## src/tsl_pkg.sv

```systemverilog
// Shared types and constants for the triangle strip to list converter.
// Used by the front, the triangle queue, the back and the top level.
package tsl_pkg;

  localparam int IDX_W     = 32;
  localparam int VTX_W     = IDX_W + 1;
  localparam int IN_DATA_W = ((VTX_W + 7) / 8) * 8;
  localparam int QDEPTH    = 2;
  localparam int QPTR_W    = $clog2(QDEPTH);
  localparam int QCNT_W    = $clog2(QDEPTH + 1);

  // One triangle in the order its indices leave the block.
  typedef struct packed {
    logic [IDX_W-1:0] first;
    logic [IDX_W-1:0] second;
    logic [IDX_W-1:0] third;
  } triangle_t;

  // Queue status seen by the front and the back.
  typedef struct packed {
    logic full;
    logic empty;
  } queue_status_t;

endpackage

```

## src/tsl_front.sv

```systemverilog
// Front of the converter: accepts strip indices, keeps the held pair and
// parity, and pushes each non-degenerate triangle into the queue. Uses tsl_pkg.
module tsl_front
  import tsl_pkg::*;
(
  input  logic                 clk,
  input  logic                 rst,
  input  logic                 in_valid,
  output logic                 in_ready,
  input  logic [VTX_W-1:0]     in_vertex,
  input  logic                 in_eos,
  input  queue_status_t        qstat,
  output logic                 push,
  output triangle_t            push_tri
);

  logic [IDX_W-1:0] older_index, older_index_next;
  logic [IDX_W-1:0] newer_index, newer_index_next;
  logic             older_valid, older_valid_next;
  logic             newer_valid, newer_valid_next;
  logic             odd_parity, odd_parity_next;

  logic             accept;
  logic             negative;
  logic [IDX_W-1:0] c;
  logic             distinct;

  assign in_ready = !qstat.full;
  assign accept   = in_valid && in_ready;
  assign negative = in_vertex[VTX_W-1];
  assign c        = in_vertex[IDX_W-1:0];
  assign distinct = (older_index != newer_index) && (newer_index != c) &&
                    (older_index != c);

  always_comb begin
    older_index_next = older_index;
    newer_index_next = newer_index;
    older_valid_next = older_valid;
    newer_valid_next = newer_valid;
    odd_parity_next  = odd_parity;
    push             = 1'b0;
    push_tri.first   = odd_parity ? newer_index : older_index;
    push_tri.second  = odd_parity ? older_index : newer_index;
    push_tri.third   = c;
    if (accept) begin
      if (negative) begin
        older_valid_next = 1'b0;
        newer_valid_next = 1'b0;
        odd_parity_next  = 1'b0;
      end else if (!older_valid) begin
        older_index_next = c;
        older_valid_next = 1'b1;
      end else if (!newer_valid) begin
        newer_index_next = c;
        newer_valid_next = 1'b1;
      end else begin
        push             = distinct;
        older_index_next = newer_index;
        newer_index_next = c;
        odd_parity_next  = !odd_parity;
      end
      // The end of a strip wipes whatever the item left behind.
      if (in_eos) begin
        older_valid_next = 1'b0;
        newer_valid_next = 1'b0;
        odd_parity_next  = 1'b0;
      end
    end
  end

  always_ff @(posedge clk) begin
    if (rst) begin
      older_valid <= 1'b0;
      newer_valid <= 1'b0;
      odd_parity  <= 1'b0;
      older_index <= '0;
      newer_index <= '0;
    end else begin
      older_valid <= older_valid_next;
      newer_valid <= newer_valid_next;
      odd_parity  <= odd_parity_next;
      older_index <= older_index_next;
      newer_index <= newer_index_next;
    end
  end

endmodule

```

## src/tsl_queue.sv

```systemverilog
// Short first-in first-out queue of triangles between the front and the back.
// Depth comes from tsl_pkg.
module tsl_queue
  import tsl_pkg::*;
(
  input  logic          clk,
  input  logic          rst,
  input  logic          push,
  input  triangle_t     push_tri,
  input  logic          pop,
  output triangle_t     pop_tri,
  output queue_status_t qstat
);

  triangle_t         entries [QDEPTH];
  logic [QPTR_W-1:0] wr_ptr;
  logic [QPTR_W-1:0] rd_ptr;
  logic [QCNT_W-1:0] count;
  logic              do_push;
  logic              do_pop;

  assign qstat.full  = (count == QCNT_W'(QDEPTH));
  assign qstat.empty = (count == '0);
  assign do_push     = push && !qstat.full;
  assign do_pop      = pop && !qstat.empty;
  assign pop_tri     = entries[rd_ptr];

  always_ff @(posedge clk) begin
    if (do_push) begin
      entries[wr_ptr] <= push_tri;
    end
  end

  always_ff @(posedge clk) begin
    if (rst) begin
      wr_ptr <= '0;
      rd_ptr <= '0;
      count  <= '0;
    end else begin
      if (do_push) begin
        wr_ptr <= (wr_ptr == QPTR_W'(QDEPTH - 1)) ? '0 : wr_ptr + 1'b1;
      end
      if (do_pop) begin
        rd_ptr <= (rd_ptr == QPTR_W'(QDEPTH - 1)) ? '0 : rd_ptr + 1'b1;
      end
      count <= count + QCNT_W'(do_push) - QCNT_W'(do_pop);
    end
  end

endmodule

```

## src/tsl_back.sv

```systemverilog
// Back of the converter: takes triangles from the queue and sends their three
// indices out one item per cycle while out_ready is high. Uses tsl_pkg.
module tsl_back
  import tsl_pkg::*;
(
  input  logic             clk,
  input  logic             rst,
  input  queue_status_t    qstat,
  input  triangle_t        pop_tri,
  output logic             pop,
  output logic             out_valid,
  input  logic             out_ready,
  output logic [IDX_W-1:0] out_index,
  output logic             out_last
);

  localparam logic [1:0] PH_FIRST  = 2'd0;
  localparam logic [1:0] PH_SECOND = 2'd1;
  localparam logic [1:0] PH_THIRD  = 2'd2;

  triangle_t  cur;
  logic       busy;
  logic [1:0] phase;
  logic       sent;

  assign out_valid = busy;
  assign sent      = busy && out_ready;
  // Load the next triangle as soon as the last index of this one goes out.
  assign pop       = !qstat.empty && (!busy || (sent && phase == PH_THIRD));
  assign out_last  = (phase == PH_THIRD);

  always_comb begin
    case (phase)
      PH_FIRST:  out_index = cur.first;
      PH_SECOND: out_index = cur.second;
      default:   out_index = cur.third;
    endcase
  end

  always_ff @(posedge clk) begin
    if (pop) begin
      cur <= pop_tri;
    end
  end

  always_ff @(posedge clk) begin
    if (rst) begin
      busy  <= 1'b0;
      phase <= PH_FIRST;
    end else if (pop) begin
      busy  <= 1'b1;
      phase <= PH_FIRST;
    end else if (sent) begin
      case (phase)
        PH_FIRST:  phase <= PH_SECOND;
        PH_SECOND: phase <= PH_THIRD;
        default: begin
          phase <= PH_FIRST;
          busy  <= 1'b0;
        end
      endcase
    end
  end

endmodule

```

## src/triangle_strip_to_list.sv

```systemverilog
// Triangle strip to triangle list converter, one strip index per input item
// and one list index per output item. Built from tsl_front, tsl_queue, tsl_back.
//
// An input item that only fills or clears the held pair, or forms a degenerate
// triangle, is taken whenever the triangle queue has room. An emitted triangle
// leaves as three output items in turn, so a strip of non-degenerate triangles
// is paced by the output serializer. A two-entry triangle queue separates the
// input side from the output side, so input keeps flowing while the output port
// is stalled until that queue fills; while it is full every input item waits,
// whatever it does. When the block is empty, a triangle reaches the output
// through the queue entry and then the triangle register of the back.
module triangle_strip_to_list
  import tsl_pkg::*;
(
  input  logic                 clk,
  input  logic                 rst,
  input  logic                 s_axis_tvalid,
  output logic                 s_axis_tready,
  input  logic [IN_DATA_W-1:0] s_axis_tdata,  // [32:0] signed strip index, rest zero
  input  logic                 s_axis_tlast,  // end_of_strip
  output logic                 m_axis_tvalid,
  input  logic                 m_axis_tready,
  output logic [IDX_W-1:0]     m_axis_tdata,  // [31:0] out_index
  output logic                 m_axis_tlast   // last_of_triangle
);

  queue_status_t qstat;
  logic          push;
  logic          pop;
  triangle_t     push_tri;
  triangle_t     pop_tri;

  tsl_front u_front (
    .clk       (clk),
    .rst       (rst),
    .in_valid  (s_axis_tvalid),
    .in_ready  (s_axis_tready),
    .in_vertex (s_axis_tdata[VTX_W-1:0]),
    .in_eos    (s_axis_tlast),
    .qstat     (qstat),
    .push      (push),
    .push_tri  (push_tri)
  );

  tsl_queue u_queue (
    .clk      (clk),
    .rst      (rst),
    .push     (push),
    .push_tri (push_tri),
    .pop      (pop),
    .pop_tri  (pop_tri),
    .qstat    (qstat)
  );

  tsl_back u_back (
    .clk       (clk),
    .rst       (rst),
    .qstat     (qstat),
    .pop_tri   (pop_tri),
    .pop       (pop),
    .out_valid (m_axis_tvalid),
    .out_ready (m_axis_tready),
    .out_index (m_axis_tdata),
    .out_last  (m_axis_tlast)
  );

endmodule

```

## config.mk

```make
export PLATFORM = sky130hd
export DESIGN_NAME = triangle_strip_to_list
export DESIGN_NICKNAME = d
export VERILOG_FILES = /design/src/tsl_pkg.sv /design/src/tsl_front.sv /design/src/tsl_queue.sv /design/src/tsl_back.sv /design/src/triangle_strip_to_list.sv
export SDC_FILE = /design/constraint.sdc
export NUM_CORES = 1
export LEC_CHECK = 0
export BUFFER_PORTS_ARGS = -buffer_cell sky130_fd_sc_hd__buf_4
export CAP_MARGIN = 10
export CORE_ASPECT_RATIO = 0.8
export CORE_MARGIN = 2
export CORE_UTILIZATION = 53
export DETAILED_ROUTE_END_ITERATION = 6
export GPL_TIMING_DRIVEN = 1
export PLACE_DENSITY = 0.78
export SLEW_MARGIN = 20
export SYNTH_ARGS = -nofsm -noshare
export SYNTH_HDL_FRONTEND = slang
export SYNTH_HIERARCHICAL = 1
export SYNTH_SLANG_ARGS = --single-unit
```

## constraint.sdc

```tcl
create_clock -name clk -period 7.1 [get_ports clk]
set_clock_uncertainty 0.1 [all_clocks]
set_input_delay 0.71 -clock clk [delete_from_list [all_inputs] [get_ports clk]]
set_output_delay 0.71 -clock clk [all_outputs]
set_load 0.05 [all_outputs]
```

# After elaboration in Yosys (flattened, before gate mapping)
# Memory sizes are Yosys's and may differ from the RTL's. A register that Yosys moved wholly into a read port is not among the register bits.
# Index checks and enable logic that the tools add are counted.
dict set report word_totals {
  register_bits 74
  latch_bits 0
  ramBits 192
  rom_bits 0
  in_bits 45
  out_inout_bits 35
  word_cells 75
  mem_count 1
}
# memory depth word_bits rd rd_ports_with_merged_regs write_ports line
set mem_list {}
lappend mem_list {u_queue.entries 2 96 1 1 1 tsl_queue.sv:15} ;# triangle_t entries [QDEPTH];
dict set report op_classes {
  n_addsub 4
  mul 0
  div_mod_pow 0
  order_cmp 0
  eq_ne 8
  shift 0
  n_mux 26
  bitwise_logic 1
  reduce_logical 25
}
# cell count
set ops {}
lappend ops {{2-to-1 mux 32 bit} 4}
lappend ops {{inequality test 32 bit} 3}
lappend ops {{case mux 32 bit (2 select lines)} 1}
lappend ops {{2-to-1 mux 1 bit} 20}
lappend ops {{AND reduction 3 bit} 3}
lappend ops {{logical AND 1 bit} 8}
lappend ops {{nonzero test 3 bit} 2}
lappend ops {{== test 2 bit (second input constant)} 2}
lappend ops {{logical NOT 1 bit} 4}
lappend ops {{logical NOT 2 bit} 2}
lappend ops {{case mux 2 bit (2 select lines)} 1}
lappend ops {{AND reduction 2 bit} 2}
lappend ops {{OR reduction 2 bit} 2}
lappend ops {{adder 1 bit (second input constant)} 2}
lappend ops {{adder 2 x 1 -> 2 bit} 1}
lappend ops {{== test 2 x 1 -> 1 bit (second input constant)} 1}
lappend ops {{inequality test 2 x 1 -> 1 bit (second input constant)} 1}
lappend ops {{inequality test 2 bit (second input constant)} 1}
lappend ops {{nonzero test 2 bit} 1}
lappend ops {{subtractor 2 x 1 -> 2 bit} 1}
lappend ops {{logical OR 1 bit} 1}
lappend ops {{NOT 1 bit} 1}

# Longest topological paths before layout
dict set report logic_depth {
  depth_word 10
  mapped_depth 14
  mapped_depth_nobuf 14
}

# Modules after synthesis
# Netlist, hierarchy kept.
# module n_inst cells_per_inst area_each_um2 seq_area_each_um2
set by_module_without_submodules {}
lappend by_module_without_submodules {tsl_queue 1 326 7360.8 5865.6}
lappend by_module_without_submodules {tsl_front 1 536 4860.9 1341.3}
lappend by_module_without_submodules {tsl_back 1 222 3717.3 2942.8}

# Worst setup path after synthesis
# No wires, ideal clock.
dict set report synth_path {
  path_kind {flip-flop to flip-flop}
  startpoint {reg u_back.phase[0]}
  endpoint {reg u_queue.count[1]}
  setup_ns 0.114
  t_arrival_ns 7.273
  t_required_ns 6.886
  path_slack_ns -0.387
  path_stages_with_launch 12
  n_path_buf 1
  period_less_slack_ns 7.487
  cell_sequence {dfxtp_1 -> buf_4 -> nor2b_1 -> nand2_1 -> a21oi_1 -> o21a_1 -> ha_1 -> inv_1 -> ha_1 -> xor2_1 -> and2_1 -> nor3_1}
}
dict set report synth_between {
  elab_chain_len 6
}
# element line
set synth_lines {}
lappend synth_lines {{start: declaration} tsl_back.sv:23} ;# logic [1:0] phase;
lappend synth_lines {{start signal: assignment} tsl_back.sv:49} ;# phase <= PH_FIRST;
lappend synth_lines {{start signal: assignment} tsl_back.sv:52} ;# phase <= PH_FIRST;
lappend synth_lines {{start signal: assignment} tsl_back.sv:55} ;# PH_FIRST: phase <= PH_SECOND;
lappend synth_lines {{== test 2 bit} --}
lappend synth_lines {{via m_axis_tlast} triangle_strip_to_list.sv:24} ;# output logic m_axis_tlast
lappend synth_lines {{logical AND 1 bit} tsl_back.sv:29} ;# assign pop = !qstat.empty && (!busy || (sent && phase == PH_THIRD));
lappend synth_lines {{logical OR 1 bit} tsl_back.sv:29}
lappend synth_lines {{logical AND 1 bit} tsl_back.sv:29}
lappend synth_lines {{via pop} triangle_strip_to_list.sv:29} ;# logic pop;
lappend synth_lines {{logical AND 1 bit} tsl_queue.sv:25} ;# assign do_pop = pop && !qstat.empty;
lappend synth_lines {{via u_queue.do_pop} tsl_queue.sv:20} ;# logic do_pop;
lappend synth_lines {{subtractor 2 x 1 -> 2 bit} tsl_queue.sv:46} ;# count <= count + QCNT_W'(do_push) - QCNT_W'(do_pop);
lappend synth_lines {{end signal: assignment} tsl_queue.sv:46}
lappend synth_lines {{end: declaration} tsl_queue.sv:18} ;# logic [QCNT_W-1:0] count;
# The timed path passes the listed nets, and every way through them passes these cells.
# A chain may end at the register's enable or synchronous reset.

# Worst setup path in the final report
dict set report layout_path {
  startpoint {reg u_front.older_valid}
  endpoint {mem u_queue/entries[1][57] (netlist bit) (enable)}
}
dict set report layout_between {
  elab_chain_len 6
}
# element line
set layout_lines {}
lappend layout_lines {{start: declaration} tsl_front.sv:19} ;# logic older_valid, older_valid_next;
lappend layout_lines {{start signal: assignment} tsl_front.sv:79} ;# older_valid <= older_valid_next;
lappend layout_lines {{2-to-1 mux 1 bit} tsl_front.sv:50} ;# end else if (!older_valid) begin
lappend layout_lines {{2-to-1 mux 1 bit} tsl_front.sv:46} ;# if (negative) begin
lappend layout_lines {{2-to-1 mux 1 bit} tsl_front.sv:45} ;# if (accept) begin
lappend layout_lines {{via push} triangle_strip_to_list.sv:28} ;# logic push;
lappend layout_lines {{logical AND 1 bit} tsl_queue.sv:24} ;# assign do_push = push && !qstat.full;
lappend layout_lines {{2-to-1 mux 1 bit} tsl_queue.sv:29} ;# if (do_push) begin
lappend layout_lines {{2-to-1 mux 1 bit (implied by the code)} tsl_queue.sv:30} ;# entries[wr_ptr] <= push_tri;
lappend layout_lines {{end: declaration} tsl_queue.sv:15}
# The timed path passes the listed nets, and every way through them passes these cells.

==> out/qor.txt <==
CLOCKING
----------------------------------------------------------------------------------------------------
Sinks on the clock net                                                                           363
Clock-pin slew reported for the worst setup and hold paths after clock tree synthesis        0.06 ns
Inserted Clock Buffers                                                                            36
Number of hold buffers added after CTS                                                             0
Number of gates given a new drive strength after cts                                               0
Number of H-tree levels                                                                            2
Clock root buffer                                                                       sky130_fd_sc_hd__clkbuf_16
Clock latency at the later pin of the worst-skew pair                                        0.51 ns
Clock Tree Buf Depth                                                                               3
Number of post-CTS setup repair buffers                                                            0
TritonCTS clock tree                                                                            done

ROUTING
----------------------------------------------------------------------------------------------------
Ratio of routed vias to standard cells                                                          5.56
M1 WL                                                                                        13.9 mm
Via count of the routed design                                                                 8,479
Metal3 WL                                                                                    1.46 mm
1st-iter DRT viols                                                                               690
Highest layer used for signal routing                                                           met4
Wire length per cell after detailed routing                                                  19.5 um
Post-route ant nets                                                                                0
Detailed Routing Iterations Pass 1                                                                 5
Remaining routing DRC violations                                                                   0
Final wirelength                                                                             29.8 mm
Detail Route met2 WL                                                                         13.9 mm

LAYOUT
----------------------------------------------------------------------------------------------------
Area Overhead vs Synth                                                                         10.4%
Antenna cell count                                                                                 0
Combined flip-flop and latch cell area                                                    10,200 um2
Total number of nets in the final design                                                       1,169
Proportion of layout cells with a drive suffix above 1                                         29.4%
Area of the multi-input gates                                                               5160 um2
Final Util                                                                                     59.8%
Fill cell instance count of the final layout                                                   2,248

WORST SETUP PATH
----------------------------------------------------------------------------------------------------
Kind of cell adding the most delay to the critical path                                 simple AND/OR/NAND/NOR gates
Startpoint type of the worst setup path                                                         flop
Cell occurring most often along the worst timing path                                   sky130_fd_sc_hd__buf_4
Sequence of cells on the critical path                                                  buf_4 > nand2_1 > nor2_2 > buf_4 > o211ai_1 > nor3_1 > and3_4 > buf_4
RR Startpoint                                                                           u_front/older_valid
Critical path required time                                                                  7.14 ns
Worst Path Buf+Inv                                                                                 3
Maximum fanout along the worst path                                                               60
Max incr delay on CP                                                                         0.92 ns
Category of the critical setup timing path                                                reg -> reg
Library cell contributing the largest single delay on the critical path                 sky130_fd_sc_hd__and3_4
Arrival time at the worst endpoint                                                           4.28 ns
Crit path from                                                                          u_front/older_valid
Category of the worst setup path capture point                                                  flop

STA
----------------------------------------------------------------------------------------------------
Fin crit period                                                                              4.24 ns
Final max-slew violation count                                                                     0
Worst setup margin                                                                           2.86 ns
Final-layout setup total negative slack                                                         0 ns
Max-slew headroom at the worst pin                                                             31.3%
Final number of setup-violating endpoints                                                          0
Period utilisation layout                                                                      59.8%
Unrepaired setup endpoints after global routing                                                   no
Highest clock frequency the design can meet                                                  236 MHz
Final hold violations                                                                              0
Transition time at the pin with the least slew margin                                        1.03 ns

DIE
----------------------------------------------------------------------------------------------------
Row cnt                                                                                           56
DIE WIDTH                                                                                     198 um
Die ar.                                                                                   31,500 um2
Starting utilization of the core area                                                          54.2%
Ports                                                                                             80
Core footprint                                                                            29,400 um2
Y dimension of the die                                                                        159 um

PLACEMENT
----------------------------------------------------------------------------------------------------
Total half-perimeter wirelength after legalization and detailed placement                    18.3 mm
Placer Congestion                                                                              0.824
Worst-case setup slack after placement                                                       2.66 ns
Buffers on Ports                                                                                  72

POWER AND IR DROP
----------------------------------------------------------------------------------------------------
Switch Pwr                                                                                    880 uW
Worst voltage drop across the vdd grid                                                      0.211 mV
Leakage                                                                                      6.33 nW
Total power density per cell area                                                         246 nW/um2
Internal Pwr Total                                                                           3.45 mW
Combinational fraction of design power                                                          4.0%
Switching share of total power                                                                 20.3%
Power share of the sequential group                                                            53.5%
Clk pwr share                                                                                  42.4%

YOSYS
----------------------------------------------------------------------------------------------------
Dominant synthesized flop cell                                                          sky130_fd_sc_hd__edfxtp_1
Seq/Total Area, Yosys                                                                          63.7%
Number of synthesized register bits                                                              363
Fraction of synthesized cell area taken by the top area cell type                              54.3%
Top cells by count, synth                                                               sky130_fd_sc_hd__edfxtp_1 (288), sky130_fd_sc_hd__mux2_2 (120), sky130_fd_sc_hd__nand2_1 (102)
Post-synth ARST share                                                                             0%
Cell count after synthesis                                                                     1,084
Post-synthesis instance area                                                              15,900 um2
Number of library cell types mapped by synthesis                                                  45
Synthesized area divided by synthesized cell count                                          14.7 um2
Cell accounting for the most synthesized area                                           sky130_fd_sc_hd__edfxtp_1
Number of enable flip-flop cells after synthesis                                                 288
Syn_nets                                                                                       1,131
Top-count cell post-synth                                                               sky130_fd_sc_hd__edfxtp_1
Warnings, synthesis                                                                                6
Synth top area cells                                                                    sky130_fd_sc_hd__edfxtp_1 (54%), sky130_fd_sc_hd__dfxtp_1 (9.4%), sky130_fd_sc_hd__mux2_2 (8.5%), sky130_fd_sc_hd__xor2_1 (5.3%), sky130_fd_sc_hd__mux2i_1 (4.0%)

GLOBAL ROUTE
----------------------------------------------------------------------------------------------------
Global route total overflow                                                                        0
Number of antenna violations at the first check in global routing                                  0
Number of global-route vias before repair                                                      8,534
Maximum number of pins on one net before global-route repair                                      76
Global-route wire length before repair                                                       46.7 mm
GRT Overall Usage                                                                              18.9%

WORST HOLD PATH
----------------------------------------------------------------------------------------------------
HP Class                                                                                   in -> reg
Hold path startpoint                                                                    s_axis_tdata[27]

STATUS
----------------------------------------------------------------------------------------------------
Status                                                                                  finished, final reports clean

JOB
----------------------------------------------------------------------------------------------------
Max Cap Violations                                                                                 0

[flip-flops by register name, summed over array words and instances, names as in the netlist, named ones only]
| signal | cells |
|---|---|
| u_queue/entries | 192 |
| u_back/cur | 96 |
| u_front/newer_index | 32 |
| u_front/older_index | 32 |
| u_back/phase | 2 |
| u_queue/count | 2 |
| u_back/out_valid | 1 |
| u_front/newer_valid | 1 |
| u_front/odd_parity | 1 |
| u_front/older_valid | 1 |
| u_queue/rd_ptr | 1 |
| u_queue/wr_ptr | 1 |
[metrics by stage]
| stage | area, um2 | hold WS, ns | power, mW | cells |
|---|---|---|---|---|
| floorplan | 15900 | 0.352 | 2.48 | 1084 |
| global placement | 16500 | 0.380 | 2.53 | 1461 |
| detailed placement | 16500 | 0.403 | 2.54 | 1461 |
| CTS | 17600 | 0.329 | 4.37 | 1525 |
| global route | 17600 | 0.336 | 4.47 | 1525 |
| finish | 17600 | 0.344 | 4.33 | 1525 |
[cell families (layout without fill, tap and decap cells)]
logic type / count (synthesis) / count (layout) / synth area share (%)
AO/OA/AOI/OAI: 112 / 112 / 5.05
multiplexers: 224 / 224 / 16.3
XOR/XNOR: 98 / 98 / 5.39
adder cells (fa/ha/maj): 2 / 2 / 0.157
flip-flops: 363 / 363 / 63.7
buffers and inverters: 92 / 156 / 4.03
AND/OR/NAND/NOR: 193 / 193 / 5.43
[power groups by stage]
stage,registers (mW),clock network (mW),logic [mW]
global placement,2.36,0,0.167
finish,2.32,1.84,0.174
CTS,2.32,1.88,0.174
global route,2.32,1.96,0.189
detailed placement,2.36,0,0.172
floorplan,2.36,0,0.121
[final cells by class]
cell class | instances | share of cell area (%)
well taps | 377 | 2.68
inverters | 7 | 0.156
flip-flops and latches | 363 | 57.7
clock buffers | 49 | 5.63
repair buffers | 85 | 3.63
multi-input cells | 629 | 29.3
clock inverters | 15 | 0.839
[routing by layer]
| layer | up-vias | GRT usage [%] |
|---|---|---|
| met5 | - | 0 |
| met4 | 0 | 4.14 |
| met3 | 41 | 2.75 |
| li1 | 4038 | - |
| met2 | 206 | 30.6 |
| met1 | 4194 | 27.3 |
[placed cells by master, fill, tap and decap left out, drive strengths merged, types with 2 or more instances in the layout]
master,instances
nand4,6
nor2b,5
bufinv,3
a211oi,32
clkinv,12
nand2,102
ha,2
inv,6
clkbuf,49
mux2i,64
nor2,44
dfxtp,75
nor4,24
nor3,3
edfxtp,288
nand2b,2
mux2,160
xor2,97
a311oi,2
o21ai,35
buf,85
a21oi,40
[path summary, 6_finish.rpt]
| check | cells past startpoint | slack [ns] | end |
|---|---|---|---|
| setup reg to reg | 8 | 2.86 | u_queue/entries[1][57] |
| hold reg to reg | 2 | 0.42 | flop |
| setup / recovery | 8 | 2.86 | u_queue/entries[1][57] |
| hold / removal | 1 | 0.34 | u_queue/entries[1][27] |
(Power assumes the default switching activity.)
